<file path="config.mk">
export PLATFORM = sky130hd
export DESIGN_NAME = stq_mod
export DESIGN_NICKNAME = d
export VERILOG_FILES = /design/src/sv/stq_pkg.sv /design/src/sv/stq_mod.sv
export SDC_FILE = /design/constraint.sdc
export NUM_CORES = 1
export LEC_CHECK = 0
export BUFFER_PORTS_ARGS = -buffer_cell sky130_fd_sc_hd__buf_2
export CORE_AREA = 2 2 144 174
export CTS_BUF_LIST = sky130_fd_sc_hd__clkbuf_16
export DETAILED_ROUTE_END_ITERATION = 8
export DIE_AREA = 0 0 146 176
export MAX_ROUTING_LAYER = met4
export PLACE_DENSITY = 0.65
export SLEW_MARGIN = 20
export SYNTH_ARGS = -nofsm -noshare
export SYNTH_HDL_FRONTEND = slang
export SYNTH_SLANG_ARGS = --single-unit
</file>
<file path="constraint.sdc">
create_clock -name i_clk -period 4.01 [get_ports i_clk]
set_input_delay 0.2005 -clock i_clk [delete_from_list [all_inputs] [get_ports i_clk]]
set_output_delay 0.2005 -clock i_clk [all_outputs]
set_load 0.05 [all_outputs]
</file>
<file path="src/sv/stq_pkg.sv">
package stq_pkg;

    localparam int TW = 48;
    localparam int DEPTH_DEF = 16;

    typedef enum logic [2:0] {
        CMD_SCHED    = 3'd0,
        CMD_CANCEL   = 3'd1,
        CMD_CAN_HDL  = 3'd2,
        CMD_EXPIRE   = 3'd3,
        CMD_SET_IVL  = 3'd4
    } t_cmd;

    typedef enum logic [1:0] {
        ST_OK   = 2'd0,
        ST_FULL = 2'd1,
        ST_BAD  = 2'd2
    } t_status;

    typedef enum logic [1:0] {
        COP_HOLD   = 2'd0,
        COP_INS    = 2'd1,
        COP_ROT    = 2'd2,
        COP_SETPER = 2'd3
    } t_cop;

    typedef struct packed {
        logic [2:0]    cmd;
        logic [15:0]   handler_tag;
        logic [31:0]   act_token;
        logic [TW-1:0] time_value;
        logic [TW-1:0] interval;
        logic [3:0]    tmr_num;
    } t_req;

    typedef struct packed {
        logic [1:0]  status;
        logic        kind;
        logic [3:0]  id_out;
        logic [15:0] handler_out;
        logic [31:0] act_out;
        logic        recurring;
        logic [4:0]  count;
        logic        last;
    } t_res;

    // timer entry held in one list slot
    typedef struct packed {
        logic [TW-1:0] dl;
        logic [TW-1:0] per;
        logic [15:0]   owner;
        logic [31:0]   tok;
    } t_ent;

    // broadcast control to every slot of the chain
    typedef struct packed {
        t_cop          op;
        logic [TW-1:0] key;
        logic          keep;
        t_ent          ent;
    } t_cctl;

endpackage

</file>
<file path="src/sv/stq_mod.sv">
module stq_mod (
    input  logic                    i_clk,
    input  logic                    i_rst_n,
    input  logic                    i_start,
    input  logic [stq_pkg::TW-1:0]  i_a,
    input  logic [stq_pkg::TW-1:0]  i_p,
    output logic                    o_done,
    output logic [stq_pkg::TW-1:0]  o_rem
);

    localparam int KW = $clog2(stq_pkg::TW);

    logic                   r_busy;
    logic [KW-1:0]          r_k;
    logic [stq_pkg::TW-1:0] r_a;
    logic [stq_pkg::TW-1:0] r_p;
    logic [stq_pkg::TW-1:0] r_rem;
    logic [stq_pkg::TW:0]   w_t;
    logic [stq_pkg::TW:0]   w_d;

    // one restoring remainder step per cycle
    always_comb begin
        w_t = {r_rem, r_a[stq_pkg::TW-1]};
        w_d = w_t - {1'b0, r_p};
        if (w_t >= {1'b0, r_p}) begin
            w_t = w_d;
        end
    end

    assign o_rem  = w_t[stq_pkg::TW-1:0];
    assign o_done = r_busy && (r_k == KW'(stq_pkg::TW - 1));

    always_ff @(posedge i_clk) begin
        if (!i_rst_n) begin
            r_busy <= 1'b0;
        end else if (i_start) begin
            r_busy <= 1'b1;
            r_k    <= '0;
            r_a    <= i_a;
            r_p    <= i_p;
            r_rem  <= '0;
        end else if (r_busy) begin
            r_rem <= w_t[stq_pkg::TW-1:0];
            r_a   <= {r_a[stq_pkg::TW-2:0], 1'b0};
            r_k   <= r_k + KW'(1);
            if (o_done) begin
                r_busy <= 1'b0;
            end
        end
    end

endmodule

</file>
==> impl_metrics.ini <==
[drt]
wl_mm = 23.1
drt_pass1_iterations = 5
vias = 7177
drtAntennaViolNets = 0
drtIter0Drc = 389
wl_per_cell_um = 16.8
drc = 0
drt-vias-per-instance = 5.23

[floorplanning]
pin_count = 148
core_um2 = 23900
rows = 62
die_h_um = 176
start_util_pct = 39.8
die-area_um2 = 25700
dieWidth_um = 146

[synthesis]
synth_warnings = 0
syn_area_per_cell_um2 = 11.3
synthFlopType = edfxtp_1
synth_fp_nets = 990
syn_inst = 841
synthArstFlopShare_pct = 0
yosysUniqueCellTypes = 60
synth_area_leader_cell = edfxtp_1
synth_area_um2 = 9500
ys_ff_latch = 151
yosysSeqAreaShare_pct = 47.6
synth_top_area_share_pct = 47.4
synth_edf_count = 150
synthTopCellsByArea = edfxtp_1 47%, ha_1 6.5%, mux2_2 5.7%

[pwr]
p_per_area_nw_per_um2 = 519
power.total_mw = 6.15
p_leak_nw = 4.92
peakVddDrop_mv = 0.293

[grt]
grt_pass1_wl_mm = 36.6
antenna_found_initial = 0
grt_pass1_vias = 7328
grt_util_all_layers_pct = 18.4
overflow = 0
grt_max_degree = 65

[cts]
clkSlewWorstSetupHoldPaths_ns = 0.08
cts_htree_levels = 4
clkLatencyLatePin_ns = 0.44
cts_buffers = 17
cts_tree = built
root_buffer = clkbuf_16
clock-sinks = 151
clk_path_buf_depth = 2

[critical_path]
cp_common_cell = a21oi_2
critPathArrivalTime_ns = 3.69
max_stage_delay_ns = 0.41
worstPathMaxFanout = 7
cp-start-kind = flip-flop
worstPathCellList = ha_1, a21o_1, a21oi_2, a211oi_2, o211ai_1, o221a_2, a21oi_2, o31a_4, buf_4, nand2b_1, nand2_1, buf_2
critPathRequiredTime_ns = 3.81
cp_slowest_cell = edfxtp_1
setup.worst_path.class = flip-flop to output pin
end_kind = output pin

[final_layout]
area_growth_pct = 24.6
final_area_um2 = 11800
drive_gt1_share_pct = 29.9
layout.cells.non_filler = 1373
diodes = 0
nets = 1189

[sta]
rsz0062_at_grt = true
relSlewSlack_pct = 38.6
hold_violations = 0
setup-violations-final = 0
max_freq_mhz = 257
fin_ws_ns = 0.122
worstMarginPinSlew_ns = 0.921
layout_worst_path_cycle_share_pct = 97.0
skew_ns = 0.0151
min_period_ns = 3.89
maxSlewViolCount = 0

[placed_design]
io_buffers = 147
post-dp-hpwl_mm = 16.6
place_inst = 1285
place_congestion = 0.925
postPlaceCellArea_um2 = 10600
pre_cts_ws_ns = 0.195

[job]
drv_cap = 0

[min_path]
min_path_type = input pin to flip-flop

[outcome]
outcome = completed
==> Yosys cell counts (all sizes together) (4+ instances only) <==
| cell type | number |
|---|---|
| edfxtp | 150 |
| mux2 | 85 |
| a21oi | 69 |
| inv | 63 |
| ha | 49 |
| nand2 | 46 |
| and2 | 45 |
| o21ai | 36 |
| nor2 | 32 |
| a21o | 26 |
| xnor2 | 22 |
| buf | 21 |
| nand4 | 20 |
| xor2 | 20 |
| nand3 | 18 |
| clkbuf | 14 |
| nor3 | 13 |
| o21bai | 12 |
| nand2b | 11 |
| a211oi | 10 |
| nand3b | 7 |
| o21a | 7 |
| o211ai | 5 |
| or3 | 5 |
| a31o | 4 |
| nor3b | 4 |
==> kinds of logic after synthesis <==
logic type,after synthesis,share of synthesized area (%)
flops,151,47.6
xor+xnor,42,3.87
simple gates,217,12.0
fa+ha+maj,50,6.66
buf+inv,98,4.63
compound gates,197,13.6
mux,86,11.6
==> state kept, by name, indices dropped and copies added (netlist names) <==
name and flops:
r_a 48, r_k 6, r_rem 48, r_busy 1, r_p 48
==> metrics by stage <==
step	setup TNS, ns	hold WS [ns]	utilization (%)
after global placement	0	0.378	44.2
after CTS	0	0.0250	49.1
final	0	0.0502	49.6
after detailed placement	0	0.379	44.2
after global routing	-0.307	0.0378	49.6
after floorplan	0	0.299	-
==> path summary, 6_finish.rpt <==
kind                             endpoint  cells past startpoint     start  slack [ns]
worst min-delay path               r_a[0]                      2    i_a[0]        0.05
worst min register to register    r_a[41]                      1   r_a[40]        0.55
worst max-delay path            o_rem[29]                     12  r_rem[2]        0.12
worst max register to register  r_rem[22]                     11  r_rem[2]        0.59
==> worst max-delay path, delay by kind of cell, from the launching register on <==
family / cells / cell delay (ns)
DFF: 1 / 0.41
AOI/OAI and AO/OA: 7 / 1.73
and+or+nand+nor: 2 / 0.27
buffers and inverters: 2 / 0.47
adders and majority gates: 1 / 0.36
==> power by group <==
part	switching [mW]	total (mW)	internal, mW
Combinational	1.58	2.49	0.909
Sequential	0.0541	1.96	1.91
Clock	0.829	1.70	0.871
Total	2.46	6.15	3.69
==> cell usage in the layout (no fill, tap or decap), types with 4 or more instances in the layout <==
master	Yosys	final
nand2b_1	11	11
inv_1	63	63
inv_12	0	4
nor3_1	13	12
nand3b_1	7	7
o211ai_1	5	5
a21oi_1	67	66
xnor2_1	22	22
clkinv_8	0	6
or3_1	5	5
ha_1	49	46
mux2_4	35	35
nand3_1	18	18
o21a_1	7	6
xor2_1	20	20
a21o_1	26	26
a211oi_1	10	7
and2_1	44	43
nor3b_1	4	4
a31o_2	4	4
buf_4	1	16
o21bai_1	12	11
mux2_2	48	48
nand4_1	20	20
nand2_1	46	45
o21ai_0	32	30
buf_2	7	146
nor2_1	32	31
dlygate4sd3_1	0	48
edfxtp_1	150	150
clkbuf_16	0	17
==> area by class of cell <==
type	instances	area, µm²
fillers	2249	12000
multi-input cells	594	4660
flip-flops and latches	151	4520
repair buffers	213	1380
clock buffers	17	425
well taps	320	400
inverters	63	236
clock inverters	15	214
==> per-layer routing <==
metal  track usage, %  wire length [µm]  part of all wire (%)
met5                -                 0                     0
met4             5.46               368                   1.6
met3             3.77              1110                   4.8
met2             31.2             11400                    49
met1             22.4             10200                    44
==> what timing repair did <==
action,in CTS,in global routing
pin swaps,2,3
endpoints found under the hold margin,48,0
setup endpoints to repair,36,48
buffers inserted,4,2
resized for setup,4,19
hold buffers,48,0
gates cloned,1,1
No activity file was read; power rests on OpenSTA's default activity.
