===== src/sv/stq_pkg.sv =====
package stq_pkg;

    localparam int TW = 48;
    localparam int DEPTH_DEF = 16;

    typedef enum logic [2:0] {
        CMD_SCHED    = 3'd0,
        CMD_CANCEL   = 3'd1,
        CMD_CAN_HDL  = 3'd2,
        CMD_EXPIRE   = 3'd3,
        CMD_SET_IVL  = 3'd4
    } t_cmd;

    typedef enum logic [1:0] {
        ST_OK   = 2'd0,
        ST_FULL = 2'd1,
        ST_BAD  = 2'd2
    } t_status;

    typedef enum logic [1:0] {
        COP_HOLD   = 2'd0,
        COP_INS    = 2'd1,
        COP_ROT    = 2'd2,
        COP_SETPER = 2'd3
    } t_cop;

    typedef struct packed {
        logic [2:0]    cmd;
        logic [15:0]   handler_tag;
        logic [31:0]   act_token;
        logic [TW-1:0] time_value;
        logic [TW-1:0] interval;
        logic [3:0]    tmr_num;
    } t_req;

    typedef struct packed {
        logic [1:0]  status;
        logic        kind;
        logic [3:0]  id_out;
        logic [15:0] handler_out;
        logic [31:0] act_out;
        logic        recurring;
        logic [4:0]  count;
        logic        last;
    } t_res;

    // timer entry held in one list slot
    typedef struct packed {
        logic [TW-1:0] dl;
        logic [TW-1:0] per;
        logic [15:0]   owner;
        logic [31:0]   tok;
    } t_ent;

    // broadcast control to every slot of the chain
    typedef struct packed {
        t_cop          op;
        logic [TW-1:0] key;
        logic          keep;
        t_ent          ent;
    } t_cctl;

endpackage


===== src/sv/stq_cell.sv =====
module stq_cell #(
    parameter int IDW = 4
) (
    input  logic                i_clk,
    input  logic                i_rst_n,
    input  stq_pkg::t_cctl      i_ctl,
    input  logic [IDW-1:0]      i_new_id,
    input  logic                i_is_tail,
    input  logic                i_prev_le,
    input  logic                i_prev_vld,
    input  logic [IDW-1:0]      i_prev_id,
    input  stq_pkg::t_ent       i_prev_ent,
    input  logic                i_next_vld,
    input  logic [IDW-1:0]      i_next_id,
    input  stq_pkg::t_ent       i_next_ent,
    output logic                o_vld,
    output logic [IDW-1:0]      o_id,
    output stq_pkg::t_ent       o_ent,
    output logic                o_le
);

    logic           r_vld;
    logic [IDW-1:0] r_id;
    stq_pkg::t_ent  r_ent;

    // slot sorts at or before the new key
    assign o_le  = r_vld && (r_ent.dl <= i_ctl.key);
    assign o_vld = r_vld;
    assign o_id  = r_id;
    assign o_ent = r_ent;

    always_ff @(posedge i_clk) begin
        if (!i_rst_n) begin
            r_vld <= 1'b0;
        end else begin
            case (i_ctl.op)
                stq_pkg::COP_INS: begin
                    // hold when at or before the key, else take the new entry or shift right
                    if (!o_le) begin
                        if (i_prev_le) begin
                            r_vld <= 1'b1;
                            r_id  <= i_new_id;
                            r_ent <= i_ctl.ent;
                        end else begin
                            r_vld <= i_prev_vld;
                            r_id  <= i_prev_id;
                            r_ent <= i_prev_ent;
                        end
                    end
                end
                stq_pkg::COP_ROT: begin
                    // shift left, tail takes the old head when kept
                    if (i_is_tail) begin
                        r_vld <= i_ctl.keep;
                        r_id  <= i_new_id;
                        r_ent <= i_ctl.ent;
                    end else begin
                        r_vld <= i_next_vld;
                        r_id  <= i_next_id;
                        r_ent <= i_next_ent;
                    end
                end
                stq_pkg::COP_SETPER: begin
                    if (r_vld && r_id == i_new_id) begin
                        r_ent.per <= i_ctl.ent.per;
                    end
                end
                default: begin
                end
            endcase
        end
    end

endmodule


===== config.mk =====
export PLATFORM = sky130hd
export DESIGN_NAME = stq_cell
export DESIGN_NICKNAME = d
export VERILOG_FILES = /design/src/sv/stq_pkg.sv /design/src/sv/stq_cell.sv
export SDC_FILE = /design/constraint.sdc
export NUM_CORES = 1
export LEC_CHECK = 0
export ABC_CLOCK_PERIOD_IN_PS = 22800
export BUFFER_PORTS_ARGS = -buffer_cell sky130_fd_sc_hd__buf_2
export CELL_PAD_IN_SITES_DETAIL_PLACEMENT = 1
export CELL_PAD_IN_SITES_GLOBAL_PLACEMENT = 1
export CORE_AREA = 2 2 250 252
export DETAILED_ROUTE_END_ITERATION = 16
export DIE_AREA = 0 0 252 254
export PLACE_DENSITY_LB_ADDON = 0.1
export SYNTH_ARGS = -nofsm -noshare
export SYNTH_HDL_FRONTEND = slang
export SYNTH_SLANG_ARGS = --single-unit

===== constraint.sdc =====
create_clock -name i_clk -period 22.8 [get_ports i_clk]
set_input_delay 5.7 -clock i_clk [delete_from_list [all_inputs] [get_ports i_clk]]
set_output_delay 5.7 -clock i_clk [all_outputs]
set_load 0.005 [all_outputs]

==> run_results.csv, run 1 <==
group,metric,value,unit
status,status,"completed",
floorplan,coreArea,0.0613,sq mm
power,p_int,0.594,mW
cts,cts_setup_buffers,0,
critical_path,crit_arrival,8.03,ns
logic_synthesis,synth_compound_area_share,23.0,%
worst_hold_path,min_to,"o_vld",
critical_path,rr_endpoint,"o_ent[101]",
critical_path,required,17.10,ns
logic_synthesis,synth_fa_ha_area_share,5.93,%
logic_synthesis,yosysSeqAreaShare,41.5,%
logic_synthesis,synth-simple-area-share,9.82,%
timing,tightest_slew,1.10,ns
floorplan,start_util,17.6,%
power,combPwrFrac,24.0,%
routing,final_antenna_net_count,0,
timing,max_freq,72.8,MHz
cts,hold_buffers,0,
logic_synthesis,synth_area_leaders,"edfxtp_1, mux2i_1, a211oi_1, a22oi_1, ha_1",
timing,finalSetupViolations,0,
floorplan,dieArea,0.0640,sq mm
routing,vias_per_cell,4.42,
logic_synthesis,synth.mux.area_fraction,14.4,%
grt,antenna_found_initial,20,
logic_synthesis,synth.distinct_cells,37,
critical_path,critPathLaunch,"i_ctl[167]",
finish,layout.nets,2181,
worst_hold_path,hold_start,"o_vld",
routing,vias,10801,
cts,cts-root-buf,"clkbuf_16",
finish,final_common_cell,"buf_2",
cts,cts_max_level,4,
timing,rsz0062_at_grt,"false",
power,p_seq_share,39.6,%
logic_synthesis,yosysTopAreaCellShare,41.3,%
logic_synthesis,yosys.area.top_type,"edfxtp_1",
logic_synthesis,synth_top_family_by_area,"compound AO/OA/AOI/OAI gates",
critical_path,critPathMaxFanout,3,
placement,dpl.hpwl,41200,um
power,p_total,0.849,mW
placement,place.gp.congestion,0.821,
finish,final_cell_mix,"buf_2, edfxtp_1, a21oi_1",
routing,wl_per_cell,22.0,um
timing,fin_crit,13.73,ns
critical_path,critPathBufInv,3,
floorplan,rows,91,
routing,wirelength,53700,um
timing,fin_skew,0.0108,ns
finish,final_core_util,25.2,%
power,switching_power,0.255,mW
critical_path,path_cells,"buf_2 -> inv_1 -> ha_1 -> nand4_4 -> nor4_4 -> nand2_1 -> a31oi_1 -> nor2b_1 -> nor3b_1 -> buf_2",
critical_path,worst_path_most_repeated_cell,"buf_2",
logic_synthesis,synth_area,0.0108,sq mm
power,pwr_density_cell,55.1,mW/mm^2
cts,cts_resized,0,
logic_synthesis,syn_inst,1035,
cts,cts_made_buffers,17,
cts,clock_path_buffers,2,
cts,cts_tree,"yes",
critical_path,r2r_slack,19.00,ns
logic_synthesis,ys_warn_count,0,
timing,finalSetupTns,0,ns
power,vdd_drop_max,0.0500,mV
critical_path,reg2reg_depth,8,
worst_hold_path,hp-class,"register to register",
grt,grt_pass1_vias,11330,
critical_path,start_kind,"primary input",
finish,fillers,7213,
routing,drt_iter0_drc,420,
power,clockPowerShare,36.4,%
grt,grt_pass1_wl,76000,um
timing,hold_violations,0,
grt,grt_max_degree,107,
cts,path_clk_slew,0.06,ns
cts,cts_sinks,149,
critical_path,worstReg2RegStart,"o_ent[119]",
finish,area.growth.synth_to_final,43.3,%
worst_hold_path,hold_depth,2,
critical_path,path_class,"primary input to primary output",
power,power_leakage,6.74,nW
critical_path,cp_slowest_cell,"nor4_4",
timing,final.period_utilization,60.2,%
cts,clock_latency,0.48,ns
finish,final_layout_size_suffix_gt1_share,46.1,%
job,max-cap-violations,0,
timing,max_slew_margin,26.7,%
critical_path,cpPeakStageDelay,0.48,ns
logic_synthesis,synthXorXnorAreaFrac,0.326,%
logic_synthesis,synthesis.nets,1587,
critical_path,end_kind,"primary output",
grt,grt_usage,16.3,%
floorplan,die_h,254,um
timing,final_max_slew_viol_count,0,
grt,grt_overflow,0,
placement,port_buffers,650,
critical_path,path_delay_family,"simple AND/OR/NAND/NOR gates",
logic_synthesis,ys_ff_latch,149,
floorplan,ios,651,
logic_synthesis,syn_area_per_cell,10.4,sq um
power,switching_share,30.1,%
floorplan,dieWidth,252,um
routing,drc,0,
routing,drtPass1Iterations,4,
==> cells in the mapped netlist (all sizes together) <==
master,n
nand2b,1
o31ai,2
a21oi,122
nand3,4
ha,51
buf,22
nor2,6
nand2,18
inv,52
o221ai,1
nand4,13
nor3,5
o211ai,2
clkbuf,66
mux2i,101
and3,1
xor2,3
edfxtp,148
a211oi,102
a31o,1
mux2,48
a221oi,1
a2111o,1
xnor2,1
a22oi,96
dfxtp,1
o21ai,57
a31oi,1
nor3b,1
nor2b,102
nor4,3
a41oi,2
==> worst min-delay path, delay by kind of cell, from the launching register on <==
family | cells | cell delay [ns]
flops | 1 | 0.40
simple gates | 1 | 0.13
compound gates | 1 | 0.06
==> cells by family (layout without fill, tap and decap cells) <==
logic type,count (synthesis),after routing
compound gates,388,388
xor+xnor,4,4
fa+ha+maj,51,51
buf+inv,140,747
flops,149,149
mux,149,149
other cells,0,9
simple gates,154,154
==> layout make-up <==
cell class                 count  area, sq um  share of cell area [%]
antenna                        9         22.5                   0.146
clock buffer                  19          433                    2.81
clock inverter                13          158                    1.02
inverter                      52          195                    1.27
multi-input combinational    746         5790                    37.6
sequential                   149         4460                    28.9
tap                          790          988                    6.41
timing repair buffer         663         3370                    21.8
==> flip-flops by register name (all words and copies together) (netlist names) <==
register,cells
o_ent,144
o_id,4
o_vld,1
==> metrics by stage <==
stage	hold WS (ns)	setup slack [ns]	area, sq um	cells
4_1_cts	0.653	9.11	15400	2432
2_1_floorplan	0.532	8.43	10800	1035
5_1_grt	0.681	9.01	15400	2438
3_3_place_gp	0.616	9.13	14800	2400
6_report	0.642	9.07	15400	2441
3_5_place_dp	0.647	9.13	14800	2400
==> layer usage <==
layer  global-route usage, %  up-vias  share of wire [%]
met3                    5.66       62                7.0
met2                    30.0      327                 53
met4                    4.63       16                1.6
met5                       0        -               0.18
li1                        -     5202                  -
met1                    17.4     5194                 38
==> power by group through the flow <==
stage / logic [mW] / clock network [mW] / registers, mW
after global placement: 0.207 / 0 / 0.343
after global routing: 0.229 / 0.331 / 0.338
after CTS: 0.210 / 0.324 / 0.337
after detailed placement: 0.209 / 0 / 0.343
final: 0.204 / 0.309 / 0.336
after floorplan: 0.103 / 0 / 0.346
==> worst max-delay path by stage <==
stage / endpoint / cells past startpoint / slack, ns
after CTS: o_le / 10 / 9.11
final: o_le / 10 / 9.07
after global routing: o_le / 10 / 9.01
after detailed placement: o_le / 10 / 9.13
after global placement: o_le / 10 / 9.13
after floorplan: o_ent[0] / 7 / 8.43
(Power assumes the default switching activity.)
==> run 2, diff against run 1 <==
ABC_AREA = 1   (was default)
ABC_CLOCK_PERIOD_IN_PS = 13500   (was 22800)
CORE_AREA = 2 2 254 256   (was 2 2 250 252)
DIE_AREA = 0 0 256 258   (was 0 0 252 254)
clock period = 13.5 ns   (was 22.8 ns; I/O delays follow)
==> run 2 against run 1 <==
Effect of this change:
- final cell count increased by 11%
- count of clock-buffer cells in the layout increased by 1
- largest cell class unchanged
- routed wire length increased by 8.6%
- power increased by 63%
- final area decreased by 4.3%
- combinational power increased by 59%
- first-iteration DRC count increased by 33%
- sequential power increased by 69%
- global-route usage increased by 1.0 points
- flip-flop and latch count unchanged
- clock power increased by 61%
- core utilization decreased by 2.0 points
==> run_results.csv, run 2 <==
group,metric,value,unit
critical_path,crit_arrival,4.84,ns
logic_synthesis,synth.most_common_cell,"nor2_1",
finish,layout.nets,2381,
cts,cts_tree,"yes",
timing,max_freq,122,MHz
job,max-cap-violations,0,
timing,final.period_utilization,60.8,%
logic_synthesis,synthesis.nets,1795,
cts,clock_latency,0.48,ns
logic_synthesis,yosysSeqAreaShare,44.3,%
grt,grt_usage,17.3,%
logic_synthesis,yosysTopAreaCellShare,44.1,%
timing,hold_violations,0,
critical_path,worst_path_most_repeated_cell,"buf_2",
critical_path,critPathMaxFanout,2,
cts,cts_sinks,149,
routing,wl_per_cell,21.5,um
critical_path,end_kind,"primary output",
timing,fin_crit,8.21,ns
finish,largest_reg_flops,144,
logic_synthesis,ys_warn_count,0,
power,vdd_drop_max,0.0951,mV
logic_synthesis,synth_area,0.0101,sq mm
routing,vias,11816,
grt,grt_pass1_wl,84600,um
cts,cts-root-buf,"clkbuf_16",
timing,tightest_slew,1.18,ns
logic_synthesis,synth.distinct_cells,30,
cts,hold_buffers,0,
placement,place.gp.congestion,0.813,
floorplan,ios,651,
timing,fin_skew,0.0125,ns
placement,place_area,0.0141,sq mm
floorplan,die_h,258,um
timing,finalSetupViolations,0,
timing,final_max_slew_viol_count,0,
routing,wirelength,58400,um
routing,vias_per_cell,4.34,
finish,design_area,0.0148,sq mm
cts,path_clk_slew,0.06,ns
floorplan,dieWidth,256,um
logic_synthesis,syn_area_per_cell,8.12,sq um
timing,whs,0.652,ns
finish,final_cell_mix,"buf_2, nor2_1, o21ai_0",
logic_synthesis,synth_top_flop_cell,"edfxtp_1",
power,p_total,1.39,mW
placement,port_buffers,650,
grt,antenna_found_initial,30,
critical_path,cpPeakStageDelay,0.28,ns
placement,dpl.hpwl,42800,um
timing,finalSetupTns,0,ns
finish,final_core_util,23.2,%
routing,drt_iter0_drc,560,
timing,max_slew_margin,20.3,%
logic_synthesis,synth.top_cells.by_count,"nor2_1, o21ai_0, edfxtp_1",
floorplan,rows,93,
logic_synthesis,syn_inst,1243,
grt,grt_pass1_vias,12737,
grt,grt_overflow,0,
critical_path,path_cells,"buf_2 -> inv_1 -> ha_1 -> nand4_1 -> nor2_2 -> nand3_2 -> nor3_2 -> nand2_1 -> a21oi_1 -> buf_2",
logic_synthesis,async_flop_share,0,%
critical_path,path_delay_family,"simple AND/OR/NAND/NOR gates",
routing,drc,0,
critical_path,cp_slowest_cell,"ha_1",
logic_synthesis,yosys.area.top_type,"edfxtp_1",
cts,cts_made_buffers,17,
worst_hold_path,hp-class,"register to register",
routing,drtPass1Iterations,4,
finish,final_layout_size_suffix_gt1_share,38.6,%
critical_path,required,10.12,ns
logic_synthesis,ys_ff_latch,149,
routing,final_antenna_net_count,0,
timing,rsz0062_at_grt,"false",
cts,clock_path_buffers,2,
floorplan,start_util,15.8,%
cts,cts_setup_buffers,0,
grt,grt_max_degree,82,
cts,cts_resized,0,
finish,final_common_cell,"buf_2",
finish,fillers,7753,
floorplan,coreArea,0.0636,sq mm
critical_path,start_kind,"primary input",
status,status,"completed",
cts,cts_max_level,4,
power,pwr_density_cell,94.0,mW/mm^2
logic_synthesis,synth_edf_count,148,
power,power_leakage,6.60,nW
critical_path,critPathBufInv,3,
finish,area.growth.synth_to_final,46.3,%
floorplan,dieArea,0.0660,sq mm
logic_synthesis,synth_area_leaders,"edfxtp_1, o21ai_0, nor2_1, ha_1, o22ai_1",
critical_path,path_class,"primary input to primary output",
-- run 2: changes by cell type in the layout (fill, tap and decap cells not counted), moves of 63 or more --
| cell | delta |
|---|---|
| mux2i_1 | -101 |
| o21ai_0 | +195 |
| a22oi_1 | -96 |
| inv_1 | +63 |
| a21oi_1 | -102 |
| nor2_1 | +259 |
| nor2b_1 | -102 |
| o22ai_1 | +100 |
| a211oi_1 | -102 |
-- run 2: kinds of logic after synthesis --
group                      synth area share (%)
AOI/OAI and AO/OA                          24.4
xor gates and xnor gates                  0.347
adders and majority gates                  6.33
buffers and inverters                      8.58
DFF                                        44.3
and+or+nand+nor                            16.1
-- run 2: stage by stage --
stage	cells	setup slack, ns
global route	2719	5.13
floorplan	1243	5.74
finish	2720	5.29
detailed placement	2665	5.24
global placement	2665	5.25
CTS	2697	5.24
-- run 2: area by class of cell --
class / count / area, sq um / area share (%)
Multi-Input combinational cell: 876 / 4790 / 32.5
Timing Repair Buffer: 664 / 3360 / 22.8
Clock inverter: 12 / 113 / 0.763
Antenna cell: 23 / 57.6 / 0.390
Clock buffer: 20 / 437 / 2.96
Inverter: 121 / 463 / 3.14
Sequential cell: 149 / 4460 / 30.3
Tap cell: 855 / 1070 / 7.25
-- run 2: power by group --
group	switching (mW)	leakage, nW	internal [mW]
clock network	0.228	0.262	0.268
registers	0.0121	1.39	0.555
logic	0.191	4.95	0.133
total	0.432	6.60	0.956
-- run 2: worst reg2reg max path, cell delays in order, from the launching register on --
cell      delay [ns]
edfxtp_1        0.43
ha_1            0.34
nand4_1         0.17
nor2_2          0.25
nand3_2         0.12
nor2_1          0.12
nand2_1         0.08
nand3_2         0.07
nand2_2         0.06
nand3_2         0.09
nand2_1         0.09
nor2_4          0.08
buf_4           0.56
buf_4           0.79
-- run 2: path summary, 6_finish.rpt --
| check | startpoint | endpoint | slack, ns | depth (start not counted) |
|---|---|---|---|---|
| worst min-delay path | o_vld | o_vld | 0.65 | 4 |
| worst max register to register | o_ent[127] | o_id[0] | 9.79 | 13 |
| worst min register to register | o_vld | o_vld | 0.65 | 4 |
| worst max-delay path | i_ctl[174] | o_le | 5.29 | 10 |
-- run 2: metal layers --
layer | up-vias | routed length [um] | global-route usage, %
met4 | 14 | 1540 | 7.16
met3 | 77 | 3980 | 5.55
met1 | 5708 | 23100 | 19.5
met2 | 399 | 29600 | 30.0
met5 | - | 92 | 0
li1 | 5618 | - | -
==> run 3, diff against run 2 <==
ABC_CLOCK_PERIOD_IN_PS = 8220   (was 13500)
clock period = 8.22 ns   (was 13.5 ns; I/O delays follow)
==> run 3 against run 2 <==
Effect of this change:
- worst hold slack worse by 0.0056 ns
- via count shrank 0.25%
- first-iteration DRC count rose by 15%
- critical path depth unchanged
- global-route usage is essentially flat
- flip-flop and latch count unchanged
- critical path type unchanged
==> run_results.csv, run 3 (same netlist as run 2, synthesis figures left out) <==
group,metric,value,unit
status,status,"completed",
critical_path,path_class,"primary input to primary output",
critical_path,start_kind,"primary input",
grt,grt_max_degree,101,
finish,area.growth.synth_to_final,46.5,%
floorplan,die_h,258,um
timing,final_max_slew_viol_count,0,
grt,grt_usage,17.3,%
placement,place.gp.congestion,0.810,
critical_path,rr_endpoint,"o_ent[85]",
power,power_leakage,6.61,nW
floorplan,dieWidth,256,um
critical_path,path_cells,"buf_2 -> inv_1 -> ha_1 -> nand4_1 -> nor2_2 -> nand3_2 -> nor3_2 -> nand2_1 -> a21oi_1 -> buf_2",
timing,max_slew_margin,38.1,%
critical_path,worst_path_most_repeated_cell,"buf_2",
routing,vias,11786,
placement,port_buffers,650,
job,max-cap-violations,0,
grt,grt_pass1_wl,84900,um
cts,path_clk_slew,0.06,ns
timing,tightest_slew,0.921,ns
worst_hold_path,min_to,"o_vld",
timing,finalSetupTns,0,ns
finish,largest_reg_flops,144,
worst_hold_path,hold_depth,4,
timing,setup_ws,2.66,ns
cts,cts_tree,"yes",
finish,final_common_cell,"buf_2",
cts,cts_sinks,149,
critical_path,cp_slowest_cell,"ha_1",
timing,final.period_utilization,67.7,%
critical_path,end_kind,"primary output",
finish,layout.nets,2381,
power,p_total,2.25,mW
cts,cts-root-buf,"clkbuf_16",
critical_path,r2r_slack,5.32,ns
power,vdd_drop_max,0.160,mV
placement,preCtsSetupSlack,2.59,ns
timing,fin_skew,0.0141,ns
worst_hold_path,hold_start,"o_vld",
finish,final_cell_mix,"buf_2, nor2_1, o21ai_0",
cts,cts_made_buffers,17,
cts,cts_setup_buffers,0,
critical_path,cpPeakStageDelay,0.30,ns
floorplan,coreArea,0.0636,sq mm
critical_path,worstReg2RegStart,"o_id[3]",
routing,wirelength,58200,um
finish,final_layout_size_suffix_gt1_share,38.9,%
grt,grt_pass1_vias,12803,
cts,clock_path_buffers,2,
timing,max_freq,180,MHz
placement,dpl.hpwl,42900,um
critical_path,required,6.17,ns
floorplan,dieArea,0.0660,sq mm
critical_path,reg2reg_depth,7,
finish,final_core_util,23.2,%
worst_hold_path,hp-class,"register to register",
timing,rsz0062_at_grt,"false",
floorplan,rows,93,
cts,clock_latency,0.49,ns
floorplan,ios,651,
timing,fin_crit,5.56,ns
routing,drc,0,
routing,wl_per_cell,21.4,um
routing,final_antenna_net_count,0,
power,pwr_density_cell,153,mW/mm^2
critical_path,crit_arrival,3.51,ns
timing,finalSetupViolations,0,
grt,antenna_found_initial,27,
routing,vias_per_cell,4.33,
finish,fillers,7785,
routing,drt_iter0_drc,643,
floorplan,start_util,15.8,%
routing,drtPass1Iterations,5,
critical_path,critPathMaxFanout,3,
grt,grt_overflow,0,
cts,hold_buffers,0,
cts,cts_max_level,4,
timing,hold_violations,0,
cts,cts_resized,0,
[run 3: cell count changes in the layout (fill, tap and decap cells not counted), sizes merged]
cell and change:
bufinv -1, clkbuf -1, clkinv +1, clkinvlp +1
[run 3: worst max path at each step]
stage	start	endpoint	slack, ns
2_1_floorplan	i_ctl[192]	o_ent[0]	2.05
3_3_place_gp	i_ctl[152]	o_le	2.60
3_5_place_dp	i_ctl[176]	o_le	2.59
4_1_cts	i_ctl[176]	o_le	2.58
5_1_grt	i_ctl[176]	o_le	2.40
6_report	i_ctl[176]	o_le	2.66
[run 3: worst max-delay path: cells and delay by family]
family	cells	cell delay, ns
buf+inv	3	0.27
fa+ha+maj	1	0.30
simple gates	5	0.71
compound gates	1	0.16
[run 3: power breakdown]
| part | total (mW) | leakage, nW | internal (mW) | switching (mW) |
|---|---|---|---|---|
| combinational | 0.536 | 4.95 | 0.220 | 0.316 |
| sequential | 0.931 | 1.39 | 0.911 | 0.0192 |
| clock | 0.788 | 0.260 | 0.413 | 0.375 |
[run 3: per-layer routing]
layer	share of wire, %	track usage, %	vias to the layer above
met5	0.10	0	-
met1	41	19.6	5662
met4	2.7	7.07	10
met2	50	29.8	403
met3	6.7	5.77	83
li1	-	-	5628
[run 3: stage by stage]
step	instance area (sq um)	cells	hold WS, ns
after floorplan	10100	1243	0.574
after global placement	14200	2665	0.646
after detailed placement	14200	2665	0.654
after CTS	14700	2697	0.664
after global routing	14800	2717	0.706
final	14800	2720	0.647
[run 3: final cells by class]
class / instances / area (sq um) / area share [%]
timing repair buffer: 664 / 3390 / 22.9
clock inverter: 13 / 111 / 0.754
clock buffer: 19 / 433 / 2.93
antenna: 23 / 57.6 / 0.389
inverter: 121 / 463 / 3.13
sequential: 149 / 4460 / 30.2
multi-input combinational: 876 / 4790 / 32.4
tap: 855 / 1070 / 7.24
